File: config.mk
export PLATFORM = sky130hd
export DESIGN_NAME = square_image_quarter_turn_rotator_top
export DESIGN_NICKNAME = d
export VERILOG_FILES = /design/src/design/sqrot_pkg.sv /design/src/design/sqrot_store.sv /design/src/design/sqrot_outq.sv /design/src/design/sqrot_ctrl.sv /design/src/design/square_image_quarter_turn_rotator_top.sv
export SDC_FILE = /design/constraint.sdc
export NUM_CORES = 1
export LEC_CHECK = 0
export BUFFER_PORTS_ARGS = -buffer_cell sky130_fd_sc_hd__buf_2
export CAP_MARGIN = 30
export CORE_MARGIN = 1
export CORE_UTILIZATION = 48
export CTS_BUF_LIST = sky130_fd_sc_hd__clkbuf_4
export DETAILED_ROUTE_END_ITERATION = 10
export GPL_ROUTABILITY_DRIVEN = 0
export GPL_TIMING_DRIVEN = 0
export SLEW_MARGIN = 20
export SYNTH_ARGS = -nofsm -noshare
export SYNTH_HDL_FRONTEND = slang
export SYNTH_SLANG_ARGS = --single-unit
File: constraint.sdc
create_clock -name clk -period 6.8 [get_ports clk]
set_input_delay 0.68 -clock clk [delete_from_list [all_inputs] [get_ports clk]]
set_output_delay 0.68 -clock clk [all_outputs]
set_load 0.02 [all_outputs]
File: src/design/sqrot_pkg.sv
`timescale 1ns / 1ps
`default_nettype none

package sqrot_pkg;

  localparam int PIX_W      = 8;
  localparam int SIDE_CFG_W = 4;
  localparam int CFG_DATA_W = 16;
  localparam int CFG_IDX_W  = 1;

  localparam logic [CFG_IDX_W-1:0]  REG_SIDE  = 1'b0;
  localparam logic [CFG_IDX_W-1:0]  REG_TURNS = 1'b1;

  localparam logic [SIDE_CFG_W-1:0] SIDE_RESET = 4'd8;

  localparam logic [1:0] ROT_0   = 2'd0;
  localparam logic [1:0] ROT_90  = 2'd1;
  localparam logic [1:0] ROT_180 = 2'd2;
  localparam logic [1:0] ROT_270 = 2'd3;

  typedef enum logic {
    ST_LOAD,
    ST_EMIT
  } state_t;

  typedef struct packed {
    logic row_end;
    logic image_end;
  } mark_t;

  typedef struct packed {
    logic [PIX_W-1:0] pixel;
    mark_t            mark;
  } entry_t;

endpackage

`default_nettype wire

File: src/design/sqrot_store.sv
`timescale 1ns / 1ps
`default_nettype none

module sqrot_store #(
  parameter int DEPTH = 64,
  parameter int AW    = 6
) (
  input  wire logic                        clk,
  input  wire logic                        wr_en,
  input  wire logic [AW-1:0]               wr_addr,
  input  wire logic [sqrot_pkg::PIX_W-1:0] wr_data,
  input  wire logic                        rd_en,
  input  wire logic [AW-1:0]               rd_addr,
  output logic      [sqrot_pkg::PIX_W-1:0] rd_data
);
  import sqrot_pkg::*;

  logic [PIX_W-1:0] mem [DEPTH];
  logic [PIX_W-1:0] rd_data_r;

  always_ff @(posedge clk) begin
    if (wr_en) begin
      mem[wr_addr] <= wr_data;
    end
  end

  always_ff @(posedge clk) begin
    if (rd_en) begin
      rd_data_r <= mem[rd_addr];
    end
  end

  assign rd_data = rd_data_r;

endmodule

`default_nettype wire

File: src/design/sqrot_outq.sv
`timescale 1ns / 1ps
`default_nettype none

module sqrot_outq (
  input  wire logic                        clk,
  input  wire logic                        rst_n,
  input  wire logic                        rd_en,
  input  wire sqrot_pkg::mark_t            rd_mark,
  input  wire logic [sqrot_pkg::PIX_W-1:0] rd_data,
  output logic                             space,
  output logic                             out_valid,
  input  wire logic                        out_stall,
  output logic      [sqrot_pkg::PIX_W-1:0] out_pixel_out,
  output logic                             out_row_end,
  output logic                             out_image_end
);
  import sqrot_pkg::*;

  logic       pend_r;
  mark_t      pend_mark_r;
  logic [1:0] cnt_r, cnt_nxt;
  entry_t     head_r, head_nxt;
  entry_t     tail_r, tail_nxt;

  logic       pop;
  logic [1:0] occ_after;
  logic [1:0] cnt_after_pop;
  entry_t     fresh;

  assign out_valid     = (cnt_r != 2'd0);
  assign pop           = out_valid && !out_stall;
  assign occ_after     = cnt_r + {1'b0, pend_r} - {1'b0, pop};
  assign space         = (occ_after < 2'd2);
  assign cnt_after_pop = cnt_r - {1'b0, pop};
  assign fresh         = '{pixel: rd_data, mark: pend_mark_r};

  always_comb begin
    head_nxt = head_r;
    tail_nxt = tail_r;
    if (pop && (cnt_r == 2'd2)) begin
      head_nxt = tail_r;
    end
    if (pend_r) begin
      if (cnt_after_pop == 2'd0) begin
        head_nxt = fresh;
      end else begin
        tail_nxt = fresh;
      end
    end
    cnt_nxt = cnt_after_pop + {1'b0, pend_r};
  end

  always_ff @(posedge clk) begin
    if (!rst_n) begin
      pend_r <= 1'b0;
      cnt_r  <= 2'd0;
    end else begin
      pend_r <= rd_en;
      cnt_r  <= cnt_nxt;
    end
  end

  always_ff @(posedge clk) begin
    pend_mark_r <= rd_mark;
    head_r      <= head_nxt;
    tail_r      <= tail_nxt;
  end

  assign out_pixel_out = head_r.pixel;
  assign out_row_end   = head_r.mark.row_end;
  assign out_image_end = head_r.mark.image_end;

endmodule

`default_nettype wire

File: src/design/sqrot_ctrl.sv
`timescale 1ns / 1ps
`default_nettype none

module sqrot_ctrl #(
  parameter int MAX_SIDE = 8,
  parameter int AW       = 6
) (
  input  wire logic                             clk,
  input  wire logic                             rst_n,
  input  wire logic                             cfg_we,
  input  wire logic [sqrot_pkg::CFG_IDX_W-1:0]  cfg_index,
  input  wire logic [sqrot_pkg::CFG_DATA_W-1:0] cfg_data,
  input  wire logic                             in_valid,
  output logic                                  in_stall,
  output logic                                  wr_en,
  output logic      [AW-1:0]                    wr_addr,
  input  wire logic                             space,
  output logic                                  rd_en,
  output logic      [AW-1:0]                    rd_addr,
  output sqrot_pkg::mark_t                      rd_mark
);
  import sqrot_pkg::*;

  localparam int IDX_W  = (MAX_SIDE > 1) ? $clog2(MAX_SIDE) : 1;
  localparam int SIDE_W = $clog2(MAX_SIDE + 1);
  localparam int CW     = $clog2(MAX_SIDE * MAX_SIDE + 1);

  state_t                state_r, state_nxt;
  logic [SIDE_CFG_W-1:0] side_cfg_r, side_cfg_nxt;
  logic [1:0]            turns_cfg_r, turns_cfg_nxt;
  logic [1:0]            turns_r, turns_nxt;
  logic [CW-1:0]         cnt_r, cnt_nxt;
  logic [IDX_W-1:0]      row_r, row_nxt;
  logic [IDX_W-1:0]      col_r, col_nxt;

  logic [SIDE_W-1:0]     n_eff;
  logic [IDX_W-1:0]      nm1;
  logic [CW-1:0]         total;
  logic [CW-1:0]         cnt_inc;
  logic [IDX_W-1:0]      src_row, src_col;
  logic                  accept;
  logic                  last_col, last_row;

  always_comb begin
    if (side_cfg_r == '0) begin
      n_eff = SIDE_W'(1);
    end else if (side_cfg_r > SIDE_CFG_W'(MAX_SIDE)) begin
      n_eff = SIDE_W'(MAX_SIDE);
    end else begin
      n_eff = SIDE_W'(side_cfg_r);
    end
  end

  assign nm1      = IDX_W'(n_eff - SIDE_W'(1));
  assign total    = CW'(n_eff) * CW'(n_eff);
  assign cnt_inc  = cnt_r + CW'(1);
  assign last_col = (col_r == nm1);
  assign last_row = (row_r == nm1);

  always_comb begin
    case (turns_r)
      ROT_90: begin
        src_row = nm1 - col_r;
        src_col = row_r;
      end
      ROT_180: begin
        src_row = nm1 - row_r;
        src_col = nm1 - col_r;
      end
      ROT_270: begin
        src_row = col_r;
        src_col = nm1 - row_r;
      end
      default: begin
        src_row = row_r;
        src_col = col_r;
      end
    endcase
  end

  assign rd_addr           = AW'(AW'(src_row) * AW'(n_eff) + AW'(src_col));
  assign rd_mark.row_end   = last_col;
  assign rd_mark.image_end = last_col && last_row;
  assign wr_addr           = cnt_r[AW-1:0];

  always_comb begin
    state_nxt     = state_r;
    side_cfg_nxt  = side_cfg_r;
    turns_cfg_nxt = turns_cfg_r;
    turns_nxt     = turns_r;
    cnt_nxt       = cnt_r;
    row_nxt       = row_r;
    col_nxt       = col_r;
    in_stall      = 1'b0;
    accept        = 1'b0;
    rd_en         = 1'b0;

    case (state_r)
      ST_LOAD: begin
        accept = in_valid;
        if (accept) begin
          if (cnt_inc >= total) begin
            cnt_nxt   = '0;
            turns_nxt = turns_cfg_r;
            row_nxt   = '0;
            col_nxt   = '0;
            state_nxt = ST_EMIT;
          end else begin
            cnt_nxt = cnt_inc;
          end
        end
      end
      ST_EMIT: begin
        in_stall = 1'b1;
        rd_en    = space;
        if (space) begin
          if (last_col) begin
            col_nxt = '0;
            row_nxt = row_r + IDX_W'(1);
            if (last_row) begin
              state_nxt = ST_LOAD;
            end
          end else begin
            col_nxt = col_r + IDX_W'(1);
          end
        end
      end
      default: begin
        state_nxt = ST_LOAD;
      end
    endcase

    if (cfg_we) begin
      case (cfg_index)
        REG_SIDE: begin
          side_cfg_nxt = cfg_data[SIDE_CFG_W-1:0];
          cnt_nxt      = '0;
        end
        REG_TURNS: begin
          turns_cfg_nxt = cfg_data[1:0];
        end
        default: begin
        end
      endcase
    end
  end

  assign wr_en = accept;

  always_ff @(posedge clk) begin
    if (!rst_n) begin
      state_r     <= ST_LOAD;
      side_cfg_r  <= SIDE_RESET;
      turns_cfg_r <= ROT_0;
      turns_r     <= ROT_0;
      cnt_r       <= '0;
      row_r       <= '0;
      col_r       <= '0;
    end else begin
      state_r     <= state_nxt;
      side_cfg_r  <= side_cfg_nxt;
      turns_cfg_r <= turns_cfg_nxt;
      turns_r     <= turns_nxt;
      cnt_r       <= cnt_nxt;
      row_r       <= row_nxt;
      col_r       <= col_nxt;
    end
  end

endmodule

`default_nettype wire

File: src/design/square_image_quarter_turn_rotator_top.sv
`timescale 1ns / 1ps
`default_nettype none

// Channel  Handshake            Payload
// in       in_valid / in_stall  in_pixel_in
// out      out_valid/ out_stall out_pixel_out, out_row_end, out_image_end
// cfg      cfg_we               cfg_index, cfg_data
//
// Loading writes each accepted pixel into the pixel memory at the load count.
// The transaction that completes an N x N image starts readout: one memory read per
// cycle while the two-entry output queue has room, each read pixel passing through
// the memory read register into the queue. Input stalls during readout.
// Reset clears control state only; the pixel memory is never cleared.

module square_image_quarter_turn_rotator_top #(
  parameter int MAX_SIDE = 8
) (
  input  wire logic                             clk,
  input  wire logic                             rst_n,
  input  wire logic                             cfg_we,
  input  wire logic [sqrot_pkg::CFG_IDX_W-1:0]  cfg_index,
  input  wire logic [sqrot_pkg::CFG_DATA_W-1:0] cfg_data,
  input  wire logic                             in_valid,
  output logic                                  in_stall,
  input  wire logic [sqrot_pkg::PIX_W-1:0]      in_pixel_in,
  output logic                                  out_valid,
  input  wire logic                             out_stall,
  output logic      [sqrot_pkg::PIX_W-1:0]      out_pixel_out,
  output logic                                  out_row_end,
  output logic                                  out_image_end
);
  import sqrot_pkg::*;

  localparam int DEPTH = MAX_SIDE * MAX_SIDE;
  localparam int AW    = (DEPTH > 1) ? $clog2(DEPTH) : 1;

  logic             wr_en;
  logic [AW-1:0]    wr_addr;
  logic             rd_en;
  logic [AW-1:0]    rd_addr;
  mark_t            rd_mark;
  logic [PIX_W-1:0] rd_data;
  logic             space;

  sqrot_ctrl #(
    .MAX_SIDE (MAX_SIDE),
    .AW       (AW)
  ) u_ctrl (
    .clk       (clk),
    .rst_n     (rst_n),
    .cfg_we    (cfg_we),
    .cfg_index (cfg_index),
    .cfg_data  (cfg_data),
    .in_valid  (in_valid),
    .in_stall  (in_stall),
    .wr_en     (wr_en),
    .wr_addr   (wr_addr),
    .space     (space),
    .rd_en     (rd_en),
    .rd_addr   (rd_addr),
    .rd_mark   (rd_mark)
  );

  sqrot_store #(
    .DEPTH (DEPTH),
    .AW    (AW)
  ) u_store (
    .clk     (clk),
    .wr_en   (wr_en),
    .wr_addr (wr_addr),
    .wr_data (in_pixel_in),
    .rd_en   (rd_en),
    .rd_addr (rd_addr),
    .rd_data (rd_data)
  );

  sqrot_outq u_outq (
    .clk           (clk),
    .rst_n         (rst_n),
    .rd_en         (rd_en),
    .rd_mark       (rd_mark),
    .rd_data       (rd_data),
    .space         (space),
    .out_valid     (out_valid),
    .out_stall     (out_stall),
    .out_pixel_out (out_pixel_out),
    .out_row_end   (out_row_end),
    .out_image_end (out_image_end)
  );

endmodule

`default_nettype wire
# --- Word-level counts from Yosys, hierarchy flattened ---
# Memory sizes are Yosys's and may differ from the RTL's. A register that Yosys moved wholly into a read port is not among the register bits.
# Cells that the tools add are included.
totals:
  ff_bits: 47
  latchBits: 0
  mem_bits_rw: 512
  romBits: 0
  in_bits: 30
  out_inout_bits: 12
  elab_cells: 91
  mem_count: 1
memory_table:
  columns: ["name", "depth", "width", "rd", "rd_clocked_by_memory_dff", "write_ports", "line_no", "rtl"]
  rows:
  - ["u_store.mem", 64, 8, 1, 1, 1, "sqrot_store.sv:18", "logic [PIX_W-1:0] mem [DEPTH];"]
op_classes:
  n_addsub: 11
  multipliers: 2
  n_div: 0
  order_cmp: 3
  eq_ne: 10
  shifts: 0
  n_mux: 31
  bitwise: 3
  n_reduce_logical: 13
ops:
  columns: ["op", "n"]
  rows:
  - ["7-bit 2-to-1 mux", 5]
  - ["10-bit 2-to-1 mux", 3]
  - ["3-bit 2-to-1 mux", 6]
  - ["3-bit one-hot mux with 3 select lines", 2]
  - ["3-bit one-hot mux with 2 select lines", 2]
  - ["1-bit 2-to-1 mux", 10]
  - ["4-bit 2-to-1 mux", 2]
  - ["7-bit by 1-bit adder with 7-bit output (second input constant)", 1]
  - ["7-bit >= comparator", 1]
  - ["4-bit by 4-bit multiplier with 7-bit output", 1]
  - ["3-bit by 1-bit adder with 3-bit output (second input constant)", 2]
  - ["6-bit by 3-bit adder with 6-bit output", 1]
  - ["2-bit equality test (second input constant)", 3]
  - ["3-bit equality test", 2]
  - ["3-bit by 4-bit multiplier with 6-bit output", 1]
  - ["2-bit AND reduction", 3]
  - ["3-bit AND reduction", 2]
  - ["3-bit subtractor", 2]
  - ["2-bit by 1-bit adder with 2-bit output", 2]
  - ["4-bit greater-than comparator (second input constant)", 1]
  - ["4-bit zero test", 1]
  - ["2-bit by 1-bit != test with 1-bit output (second input constant)", 2]
  - ["2-bit != test (second input constant)", 2]
  - ["4-bit AND reduction", 1]
  - ["10 further kinds", 15]

# --- Logic depth before layout (Yosys ltp) ---
# Gate-level depths: netlist of run 1.
depth:
  ltp_word: 10
  mapped_depth: 21
  mapped_depth_nobuf: 20

# --- By module ---
# A second synthesis of run 1 with hierarchy kept.
unflattened:
  cells_unflattened: 1270
  area_unflattened_um2: 23344.9
by_module_without_submodules:
  columns: ["mod", "instances", "cells_per_inst", "area_each_um2", "seq_area_each_um2"]
  rows:
  - ["sqrot_store", 1, 940, 20246.9, 15615.0]
  - ["sqrot_ctrl", 1, 255, 2134.5, 440.4]
  - ["sqrot_outq", 1, 75, 963.4, 600.6]

# --- Worst setup path after synthesis of run 1 ---
# No wires, ideal clock.
synth_path:
  kind: "reg2reg"
  from: "register u_ctrl.side_cfg_r[2]"
  to: "register u_store.rd_data_r[0], in the netlist u_store.rd_data[0], read port of u_store.mem (data pin)"
  setup_time_ns: 0.269
  t_arrival_ns: 5.224
  required_time_ns: 6.531
  path_slack_ns: 1.307
  path_stages_with_launch: 20
  path_buffers: 2
  period_less_slack_ns: 5.493
  cell_sequence: "dfxtp_1 > nor2_1 > o21bai_1 > inv_1 > ha_1 > fa_1 > nand2b_1 > mux2_4 > a32oi_1 > nor2_1 > fa_1 > inv_1 > fa_1 > inv_1 > fa_1 > clkbuf_1 > buf_1 > mux4_2 > a21oi_1 > mux2i_1"
synth_between:
  elab_chain_cells: 8
  word_cells_on_any_way: 11
  classes_between: "4 x add/sub; 1 x mul; 1 x order compare; 4 x mux; 1 x reduce/logical"
synth_lines:
  columns: ["element", "line_no", "rtl"]
  rows:
  - ["start: declaration", "sqrot_ctrl.sv:29", "logic [SIDE_CFG_W-1:0] side_cfg_r, side_cfg_nxt;"]
  - ["start signal: assignment", "sqrot_ctrl.sv:161", "side_cfg_r <= side_cfg_nxt;"]
  - ["4-bit greater-than comparator", "sqrot_ctrl.sv:47", "end else if (side_cfg_r > SIDE_CFG_W'(MAX_SIDE)) begin"]
  - ["4-bit 2-to-1 mux", "sqrot_ctrl.sv:47", null]
  - ["4-bit 2-to-1 mux (*)", "sqrot_ctrl.sv:45", "if (side_cfg_r == '0) begin"]
  - ["3-bit by 1-bit subtractor with 3-bit output", "sqrot_ctrl.sv:54", "assign nm1 = IDX_W'(n_eff - SIDE_W'(1));"]
  - ["3-bit subtractor, on equally long branches", null, null]
  - ["3-bit one-hot mux with 3 select lines", "sqrot_ctrl.sv:61", "case (turns_r)"]
  - ["3-bit by 4-bit multiplier with 6-bit output", "sqrot_ctrl.sv:81", "assign rd_addr = AW'(AW'(src_row) * AW'(n_eff) + AW'(src_col));"]
  - ["6-bit by 3-bit adder with 6-bit output (*)", "sqrot_ctrl.sv:81", null]
  - ["end: declaration", "sqrot_store.sv:19", "logic [PIX_W-1:0] rd_data_r;"]
# Every way passes the cells marked *; elsewhere a longest branch is shown, timed or not.
# A chain may end at the register's enable or synchronous reset.

# --- Final worst setup path of run 1 ---
layout_path:
  from: "register u_ctrl.side_cfg_r[1]"
  to: "register u_store.rd_data_r[3], in the netlist u_store.rd_data[3], read port of u_store.mem (data pin)"
# Same word-level chain as after synthesis.

==> results of run 1 <==
metrics by stage:
step	hold slack, ps	area [µm²]	TNS [ps]	utilization (%)
3_5_place_dp	427.4	24180	-1915	50.74
2_1_floorplan	409.0	23150	0	-
4_1_cts	103.6	26220	0	55.03
6_report	213.5	26260	0	55.12
3_3_place_gp	418.1	24060	-1341	50.50
5_1_grt	154.5	26260	0	55.11
power groups by stage:
| stage | clock (mW) | combinational [mW] | sequential (mW) |
|---|---|---|---|
| floorplan | 0 | 0.123 | 3.98 |
| global placement | 0 | 0.278 | 3.95 |
| detailed placement | 0 | 0.291 | 3.95 |
| CTS | 3.10 | 0.295 | 3.87 |
| global route | 3.26 | 0.316 | 3.88 |
| finish | 3.02 | 0.292 | 3.87 |
layer usage:
metal / share of wire, % / GRT usage, %
met2: 50 / 35.07
met5: 0 / 0
met4: 2.4 / 8.669
met1: 42 / 28.70
met3: 5.4 / 6.069
cell usage after synthesis (17+ instances only):
library cell | instances | area, µm²
sky130_fd_sc_hd__edfxtp_1 | 530 | 15920
sky130_fd_sc_hd__mux4_2 | 156 | 3513
sky130_fd_sc_hd__nor2_1 | 102 | 382.9
sky130_fd_sc_hd__clkbuf_1 | 41 | 153.9
sky130_fd_sc_hd__mux2i_1 | 40 | 400.4
sky130_fd_sc_hd__dfxtp_1 | 37 | 740.7
sky130_fd_sc_hd__a21oi_1 | 34 | 170.2
sky130_fd_sc_hd__ha_1 | 33 | 412.9
sky130_fd_sc_hd__inv_1 | 23 | 86.33
sky130_fd_sc_hd__nand2_1 | 20 | 75.07
sky130_fd_sc_hd__nand3_1 | 18 | 90.09
sky130_fd_sc_hd__nor2b_1 | 18 | 112.6
sky130_fd_sc_hd__a211oi_1 | 17 | 127.6
kinds of logic after synthesis:
| kind of cell | Yosys count | synth area share, % |
|---|---|---|
| compound gates | 74 | 1.995 |
| simple gates | 196 | 4.001 |
| xor+xnor | 25 | 1.146 |
| flops | 567 | 71.97 |
| buf+inv | 85 | 1.503 |
| mux | 197 | 16.98 |
| fa+ha+maj | 40 | 2.390 |
| other cells | 1 | 0.01620 |
final timing paths:
check / start / to / slack [ps]
setup / recovery: u_ctrl.side_cfg_r[1]$_SDFFE_PN0P_ / u_store.rd_data[3]$_DFFE_PP_ / 500
hold reg to reg: u_store.rd_data[0]$_DFFE_PP_ / u_outq.tail_r[2]$_DFFE_PP_ / 440
setup reg to reg: u_ctrl.side_cfg_r[1]$_SDFFE_PN0P_ / u_store.rd_data[3]$_DFFE_PP_ / 500
hold / removal: rst_n / u_ctrl.side_cfg_r[3]$_SDFFE_PN1P_ / 210
placed cells by master (no fill, tap or decap), types with 3 or more instances in the layout:
cell | synthesis | layout
sky130_fd_sc_hd__and2_1 | 4 | 4
sky130_fd_sc_hd__buf_4 | 0 | 4
sky130_fd_sc_hd__clkinv_2 | 0 | 6
sky130_fd_sc_hd__buf_12 | 0 | 5
sky130_fd_sc_hd__edfxtp_1 | 530 | 530
sky130_fd_sc_hd__nand2b_1 | 6 | 6
sky130_fd_sc_hd__inv_1 | 23 | 23
sky130_fd_sc_hd__clkbuf_4 | 0 | 222
sky130_fd_sc_hd__clkbuf_2 | 0 | 8
sky130_fd_sc_hd__bufinv_16 | 0 | 5
sky130_fd_sc_hd__dfxtp_1 | 37 | 37
sky130_fd_sc_hd__a21o_1 | 5 | 5
sky130_fd_sc_hd__nor2_1 | 102 | 102
sky130_fd_sc_hd__nand3b_1 | 7 | 7
sky130_fd_sc_hd__buf_2 | 15 | 40
sky130_fd_sc_hd__o21ai_0 | 9 | 9
sky130_fd_sc_hd__nor3_1 | 4 | 4
sky130_fd_sc_hd__a21oi_1 | 34 | 34
sky130_fd_sc_hd__nand2_1 | 20 | 20
sky130_fd_sc_hd__and3_1 | 4 | 4
sky130_fd_sc_hd__mux2i_1 | 40 | 40
sky130_fd_sc_hd__ha_1 | 33 | 33
sky130_fd_sc_hd__nand3_1 | 18 | 18
sky130_fd_sc_hd__a211oi_1 | 17 | 16
sky130_fd_sc_hd__mux4_2 | 156 | 156
sky130_fd_sc_hd__nor2b_1 | 18 | 18
sky130_fd_sc_hd__inv_2 | 0 | 5
sky130_fd_sc_hd__fa_1 | 7 | 7
sky130_fd_sc_hd__diode_2 | 0 | 3
sky130_fd_sc_hd__clkbuf_1 | 41 | 33
sky130_fd_sc_hd__xor2_1 | 14 | 12
sky130_fd_sc_hd__dlygate4sd3_1 | 0 | 9
sky130_fd_sc_hd__clkinv_1 | 1 | 19
sky130_fd_sc_hd__xnor2_1 | 8 | 8
registers in the layout, indices dropped and copies added (netlist names):
register              flops
u_store.mem             512
u_outq.tail_r            10
u_outq.out_pixel_out      8
u_store.rd_data           8
u_ctrl.cnt_r              7
u_ctrl.side_cfg_r         4
u_ctrl.col_r              3
u_ctrl.row_r              3
u_ctrl.turns_cfg_r        2
u_ctrl.turns_r            2
u_outq.cnt_r              2
u_outq.fresh              2
u_ctrl.state_r            1
u_outq.out_image_end      1
u_outq.out_row_end        1
u_outq.pend_r             1
critical path: stages, from the launching register on:
cell and delay (ps):
sky130_fd_sc_hd__dfxtp_1 410, sky130_fd_sc_hd__nor2_1 80, sky130_fd_sc_hd__o21bai_2 250, sky130_fd_sc_hd__inv_1 190, sky130_fd_sc_hd__ha_1 410, sky130_fd_sc_hd__fa_1 450, sky130_fd_sc_hd__nand2b_1 170, sky130_fd_sc_hd__mux2_4 280
sky130_fd_sc_hd__a32oi_1 290, sky130_fd_sc_hd__nor2_1 90, sky130_fd_sc_hd__fa_1 490, sky130_fd_sc_hd__inv_1 50, sky130_fd_sc_hd__fa_1 470, sky130_fd_sc_hd__inv_1 60, sky130_fd_sc_hd__fa_1 430, sky130_fd_sc_hd__xor2_2 350
sky130_fd_sc_hd__clkbuf_4 410, sky130_fd_sc_hd__mux4_2 610, sky130_fd_sc_hd__mux2i_1 360, sky130_fd_sc_hd__mux2i_1 150
what timing repair did:
item,in CTS,in global routing
gates cloned,0,0
hold buffers,9,0
endpoints found under the hold margin,6,0
resized for setup,4,22
endpoints found under the setup margin,8,8
cell type report:
type,count,area share [%]
Buffer,60,1.019
Tap cell,615,2.930
Timing Repair Buffer,45,1.362
Sequential cell,567,63.42
Inverter,25,0.3668
Multi-Input combinational cell,534,23.48
Clock buffer,219,6.260
Antenna cell,3,0.02858
Clock inverter,38,1.139
==> run_summary.xml, run 1 <==
<?xml version="1.0" encoding="UTF-8"?>
<metrics>
  <group name="status">
    <metric name="outcome" unit="">complete, no violations</metric>
  </group>
  <group name="sta">
    <metric name="rsz_0062_raised_after_global_routing" unit="">false</metric>
    <metric name="fin_crit_sh" unit="%">92.72</metric>
    <metric name="finClkSkew" unit="ps">56.48</metric>
    <metric name="worstMarginPinSlew" unit="ps">938.1</metric>
    <metric name="headroom_to_the_max_slew_limit" unit="%">37.27</metric>
    <metric name="fmax" unit="GHz">0.1586</metric>
    <metric name="setup_viol_count_final" unit="">0</metric>
    <metric name="timing.final.ws_setup" unit="ps">495.2</metric>
    <metric name="min_period" unit="ps">6305</metric>
    <metric name="timing.final.hold_violations" unit="">0</metric>
    <metric name="timing_max_transition_violations_final" unit="">0</metric>
  </group>
  <group name="floorplanning">
    <metric name="die_w" unit="µm">221.6</metric>
    <metric name="initial_utilization" unit="%">48.57</metric>
    <metric name="dieHeight" unit="µm">221.6</metric>
    <metric name="core" unit="µm²">47650</metric>
    <metric name="die_area" unit="µm²">49100</metric>
    <metric name="rows" unit="">80</metric>
    <metric name="ioPinCount" unit="">42</metric>
  </group>
  <group name="setup_path">
    <metric name="worst-path-max-fanout" unit="">10</metric>
    <metric name="critical_path_class" unit="">reg2reg</metric>
    <metric name="critical_path.startpoint_type" unit="">flop</metric>
    <metric name="crit_required" unit="ps">7470</metric>
    <metric name="worst_r2r_path_depth" unit="">19</metric>
    <metric name="cp.arrival" unit="ps">6980</metric>
    <metric name="endpoint_kind" unit="">flop</metric>
  </group>
  <group name="pwr">
    <metric name="vdd.ir_drop.worst" unit="µV">129.9</metric>
    <metric name="p_sw_share" unit="%">21.85</metric>
    <metric name="clkPwrFrac" unit="%">42.1</metric>
    <metric name="intPower" unit="mW">5.618</metric>
    <metric name="seq_power_share" unit="%">53.9</metric>
    <metric name="comb_power_share" unit="%">4.1</metric>
    <metric name="p_per_area" unit="nW/µm²">273.7</metric>
    <metric name="p_leak" unit="nW">8.620</metric>
    <metric name="net_load_switching_power" unit="mW">1.570</metric>
    <metric name="total_power" unit="mW">7.188</metric>
  </group>
  <group name="layout">
    <metric name="multi_input_comb_area" unit="µm²">6166</metric>
    <metric name="fillerInstances" unit="">3760</metric>
    <metric name="area_delta_synth_final" unit="%">13.49</metric>
    <metric name="finalNonFillerCells" unit="">2106</metric>
    <metric name="nets" unit="">1452</metric>
    <metric name="final_layout_size_suffix_gt1_share" unit="%">31.59</metric>
    <metric name="sequential_cell_area" unit="µm²">16660</metric>
  </group>
  <group name="place">
    <metric name="dp_hpwl" unit="mm">32.81</metric>
    <metric name="dp.cells" unit="">1836</metric>
    <metric name="place_worst_setup_slack" unit="ps">-384.1</metric>
    <metric name="port-buffer-count" unit="">29</metric>
  </group>
  <group name="yosys">
    <metric name="postSynthAreaPerCell" unit="µm²">19.53</metric>
    <metric name="syn-cell-area" unit="µm²">23140</metric>
    <metric name="synth-edff-count" unit="">530</metric>
    <metric name="netlist_instances" unit="">1185</metric>
    <metric name="async_flop_share" unit="%">0</metric>
    <metric name="synthFlopType" unit="">sky130_fd_sc_hd__edfxtp_1</metric>
    <metric name="yosysWarningCount" unit="">0</metric>
    <metric name="synth.yosys.seq_area_share" unit="%">71.97</metric>
    <metric name="register_bit_count_reported_by_yosys" unit="">567</metric>
    <metric name="synth_cell_types" unit="">49</metric>
  </group>
  <group name="routing">
    <metric name="vias" unit="">11869</metric>
    <metric name="route.detailed.vias_per_inst" unit="">5.636</metric>
    <metric name="dr.pass1.iters" unit="">5</metric>
    <metric name="route.antenna.remaining_nets" unit="">0</metric>
    <metric name="dr.first_iter.drc_count" unit="">875</metric>
    <metric name="wirelength" unit="mm">51.65</metric>
    <metric name="drc" unit="">0</metric>
    <metric name="wire_per_inst" unit="µm">24.52</metric>
  </group>
  <group name="cts">
    <metric name="max-clock-path-buffers" unit="">3</metric>
    <metric name="worst_skew_pair.late_latency" unit="ps">970</metric>
    <metric name="cts_tree" unit="">yes</metric>
    <metric name="postCtsSetupRepairBufs" unit="">0</metric>
    <metric name="cts_made_buffers" unit="">149</metric>
    <metric name="clock-root-buffer" unit="">sky130_fd_sc_hd__clkbuf_4</metric>
    <metric name="clk_transition_reported_paths" unit="ps">70</metric>
    <metric name="number_of_clock_sinks" unit="">567</metric>
    <metric name="htree_num_levels" unit="">4</metric>
  </group>
  <group name="hold_path">
    <metric name="min-delay-path-class" unit="">in2reg</metric>
    <metric name="hold_depth" unit="">3</metric>
  </group>
  <group name="grt">
    <metric name="globalRoute.totalOverflow" unit="">0</metric>
    <metric name="grt_first_pass_wirelength" unit="mm">77.03</metric>
    <metric name="first_global_vias" unit="">12280</metric>
    <metric name="groute.usage.overall" unit="%">21.94</metric>
    <metric name="antenna_found_initial" unit="">1</metric>
    <metric name="grt_start_max_net_pins" unit="">65</metric>
  </group>
  <group name="job">
    <metric name="maxcap_violations" unit="">0</metric>
  </group>
</metrics>
(Power assumes the default switching activity.)
==> run 2: changes to the inputs <==
==> constraint.sdc (replaced) <==
create_clock -name clk -period 8 [get_ports clk]
set_input_delay 0.8 -clock clk [delete_from_list [all_inputs] [get_ports clk]]
set_output_delay 0.8 -clock clk [all_outputs]
set_load 0.02 [all_outputs]
==> run_summary.xml, run 2 (synthesis gave the netlist of run 1 again) <==
<?xml version="1.0" encoding="UTF-8"?>
<metrics>
  <group name="sta">
    <metric name="fin_crit_sh" unit="%">89.76</metric>
    <metric name="finClkSkew" unit="ps">57.46</metric>
    <metric name="rsz_0062_raised_after_global_routing" unit="">false</metric>
    <metric name="timing.final.hold_violations" unit="">0</metric>
    <metric name="totalNegativeSetupSlack" unit="ps">0</metric>
    <metric name="fmax" unit="GHz">0.1393</metric>
    <metric name="hold_ws" unit="ps">102.2</metric>
    <metric name="timing_max_transition_violations_final" unit="">0</metric>
    <metric name="setup_viol_count_final" unit="">0</metric>
    <metric name="worstMarginPinSlew" unit="ps">949.1</metric>
    <metric name="min_period" unit="ps">7180</metric>
    <metric name="headroom_to_the_max_slew_limit" unit="%">36.53</metric>
  </group>
  <group name="routing">
    <metric name="route.detailed.vias_per_inst" unit="">5.614</metric>
    <metric name="dr.first_iter.drc_count" unit="">850</metric>
    <metric name="vias" unit="">11807</metric>
    <metric name="drc" unit="">0</metric>
    <metric name="wirelength" unit="mm">51.63</metric>
    <metric name="wire_per_inst" unit="µm">24.55</metric>
    <metric name="dr.pass1.iters" unit="">5</metric>
    <metric name="route.antenna.remaining_nets" unit="">0</metric>
  </group>
  <group name="layout">
    <metric name="regMostFlops" unit="">u_store.mem</metric>
    <metric name="finalNonFillerCells" unit="">2103</metric>
    <metric name="multi_input_comb_area" unit="µm²">6142</metric>
    <metric name="fillerInstances" unit="">3770</metric>
    <metric name="area_delta_synth_final" unit="%">13.09</metric>
    <metric name="final_cell_mix" unit="">530 x sky130_fd_sc_hd__edfxtp_1, 220 x sky130_fd_sc_hd__clkbuf_4, 156 x sky130_fd_sc_hd__mux4_2, 102 x sky130_fd_sc_hd__nor2_1</metric>
    <metric name="reg_top3" unit="">u_store.mem x512, u_outq.tail_r x10</metric>
    <metric name="number_of_flip_flops_under_the_largest_register_name" unit="">512</metric>
    <metric name="final_layout_size_suffix_gt1_share" unit="%">30.84</metric>
    <metric name="nets" unit="">1446</metric>
    <metric name="sequential_cell_area" unit="µm²">16660</metric>
    <metric name="final_common_cell" unit="">sky130_fd_sc_hd__edfxtp_1</metric>
  </group>
  <group name="setup_path">
    <metric name="crit-reg2reg-capture" unit="">u_store.rd_data[4]$_DFFE_PP_</metric>
    <metric name="r2r_slack" unit="ps">820</metric>
    <metric name="worst-path-max-fanout" unit="">10</metric>
    <metric name="critical_path_class" unit="">reg2reg</metric>
    <metric name="cp_num_buf_inv" unit="">5</metric>
    <metric name="cp.arrival" unit="ps">8000</metric>
    <metric name="timing.critical_path.slowest_cell_delay" unit="ps">780</metric>
    <metric name="worst_r2r_path_depth" unit="">20</metric>
    <metric name="timing.critical_path.mode_cell" unit="">sky130_fd_sc_hd__fa_1</metric>
    <metric name="worst_r2r_startpoint" unit="">u_ctrl.side_cfg_r[1]$_SDFFE_PN0P_</metric>
    <metric name="critical_path.startpoint_type" unit="">flop</metric>
    <metric name="path_cells" unit="">nor2_1, o21bai_1, inv_1, ha_1, fa_1, nand2b_1, mux2_4, a32oi_1, nor2_1, fa_1, inv_1, fa_1, inv_1, fa_1, clkbuf_1, buf_1, mux2i_1, a211oi_1, a21oi_1, mux2i_1</metric>
    <metric name="cp_top_family" unit="">adder cells</metric>
    <metric name="crit_slowest_cell" unit="">sky130_fd_sc_hd__buf_1</metric>
    <metric name="endpoint_kind" unit="">flop</metric>
    <metric name="crit_required" unit="ps">8820</metric>
  </group>
  <group name="grt">
    <metric name="antenna_found_initial" unit="">1</metric>
    <metric name="grt_start_max_net_pins" unit="">65</metric>
    <metric name="grt_first_pass_wirelength" unit="mm">76.85</metric>
    <metric name="groute.usage.overall" unit="%">21.90</metric>
    <metric name="globalRoute.totalOverflow" unit="">0</metric>
    <metric name="first_global_vias" unit="">12234</metric>
  </group>
  <group name="place">
    <metric name="dp_hpwl" unit="mm">32.81</metric>
    <metric name="dp.cells" unit="">1836</metric>
    <metric name="port-buffer-count" unit="">29</metric>
  </group>
  <group name="hold_path">
    <metric name="hp-start" unit="">cfg_data[1]</metric>
    <metric name="min-delay-path-class" unit="">in2reg</metric>
    <metric name="worstHoldEndpoint" unit="">u_ctrl.turns_cfg_r[1]$_SDFFE_PN0P_</metric>
    <metric name="hold_depth" unit="">3</metric>
  </group>
  <group name="floorplanning">
    <metric name="core" unit="µm²">47650</metric>
    <metric name="dieHeight" unit="µm">221.6</metric>
    <metric name="rows" unit="">80</metric>
    <metric name="die_w" unit="µm">221.6</metric>
    <metric name="ioPinCount" unit="">42</metric>
    <metric name="initial_utilization" unit="%">48.57</metric>
    <metric name="die_area" unit="µm²">49100</metric>
  </group>
  <group name="cts">
    <metric name="cts_tree" unit="">yes</metric>
    <metric name="clock-root-buffer" unit="">sky130_fd_sc_hd__clkbuf_4</metric>
    <metric name="number_of_clock_sinks" unit="">567</metric>
    <metric name="worst_skew_pair.late_latency" unit="ps">990</metric>
    <metric name="max-clock-path-buffers" unit="">3</metric>
    <metric name="cts_made_buffers" unit="">149</metric>
    <metric name="clk_transition_reported_paths" unit="ps">70</metric>
    <metric name="postCtsSetupRepairBufs" unit="">0</metric>
    <metric name="htree_num_levels" unit="">4</metric>
  </group>
  <group name="pwr">
    <metric name="p_leak" unit="nW">8.564</metric>
    <metric name="vdd.ir_drop.worst" unit="µV">110.5</metric>
    <metric name="p_per_area" unit="nW/µm²">233.5</metric>
  </group>
  <group name="status">
    <metric name="outcome" unit="">complete, no violations</metric>
  </group>
  <group name="job">
    <metric name="maxcap_violations" unit="">0</metric>
  </group>
</metrics>
[run 2: changes by cell type in the layout (fill, tap and decap cells not counted), moves of 2 or more]
cell	change
sky130_fd_sc_hd__clkbuf_4	-2
sky130_fd_sc_hd__xor2_1	+2
sky130_fd_sc_hd__clkbuf_1	+8
sky130_fd_sc_hd__clkbuf_2	-8
sky130_fd_sc_hd__xor2_2	-2
sky130_fd_sc_hd__dlygate4sd3_1	-6
sky130_fd_sc_hd__diode_2	+3
[run 2: what timing repair did]
action                    CTS  global route
gates resized for setup     0             0
hold endpoints to repair    3             0
hold buffers                3             0
[run 2: final cells by class]
class,count,share of cell area [%]
flip-flops and latches,567,63.64
multi-input cells,534,23.47
clock buffers,219,6.282
well taps,615,2.940
clock inverters,38,1.143
repair buffers,39,1.138
plain buffers,60,0.9609
inverters,25,0.3681
diodes,6,0.05737
[run 2: per-layer routing]
metal	up-vias	GRT usage (%)	share of wire, %
li1	5265	-	-
met5	-	0	0
met1	6070	28.68	42
met4	0	8.669	2.4
met3	94	6.069	5.8
met2	378	34.97	50
[run 2: worst max path at each step]
stage	endpoint	slack, ps	cells past startpoint	from
finish	u_store.rd_data[4]$_DFFE_PP_	820	20	u_ctrl.side_cfg_r[1]$_SDFFE_PN0P_
global placement	u_store.rd_data[1]$_DFFE_PP_	890	20	u_ctrl.side_cfg_r[1]$_SDFFE_PN0P_
global route	u_store.rd_data[4]$_DFFE_PP_	380	20	u_ctrl.side_cfg_r[1]$_SDFFE_PN0P_
detailed placement	u_store.rd_data[1]$_DFFE_PP_	820	20	u_ctrl.side_cfg_r[1]$_SDFFE_PN0P_
CTS	u_store.rd_data[4]$_DFFE_PP_	790	20	u_ctrl.side_cfg_r[1]$_SDFFE_PN0P_
floorplan	u_store.rd_data[0]$_DFFE_PP_	2510	19	u_ctrl.side_cfg_r[2]$_SDFFE_PN0P_
[run 2: power breakdown]
group          switching [mW]  internal (mW)  total [mW]
Combinational           0.160         0.0861       0.246
Clock                    1.16           1.41        2.57
Sequential             0.0169           3.27        3.29
Total                    1.34           4.77        6.11
[run 2: through the flow]
stage / worst slack [ps] / instance area [µm²] / power [mW] / util [%]
after floorplan: 2507 / 23150 / 3.488 / -
after global routing: 375.8 / 26160 / 6.334 / 54.90
final: 819.5 / 26170 / 6.111 / 54.93
after detailed placement: 815.9 / 24180 / 3.603 / 50.74
after global placement: 888.5 / 24060 / 3.592 / 50.50
after CTS: 791.6 / 26150 / 6.176 / 54.88
[run 2: worst min-delay path: cells and delay by family]
family / cells / cell delay (ps)
compound gates: 1 / 50
buf+inv: 1 / 110
simple gates: 1 / 60
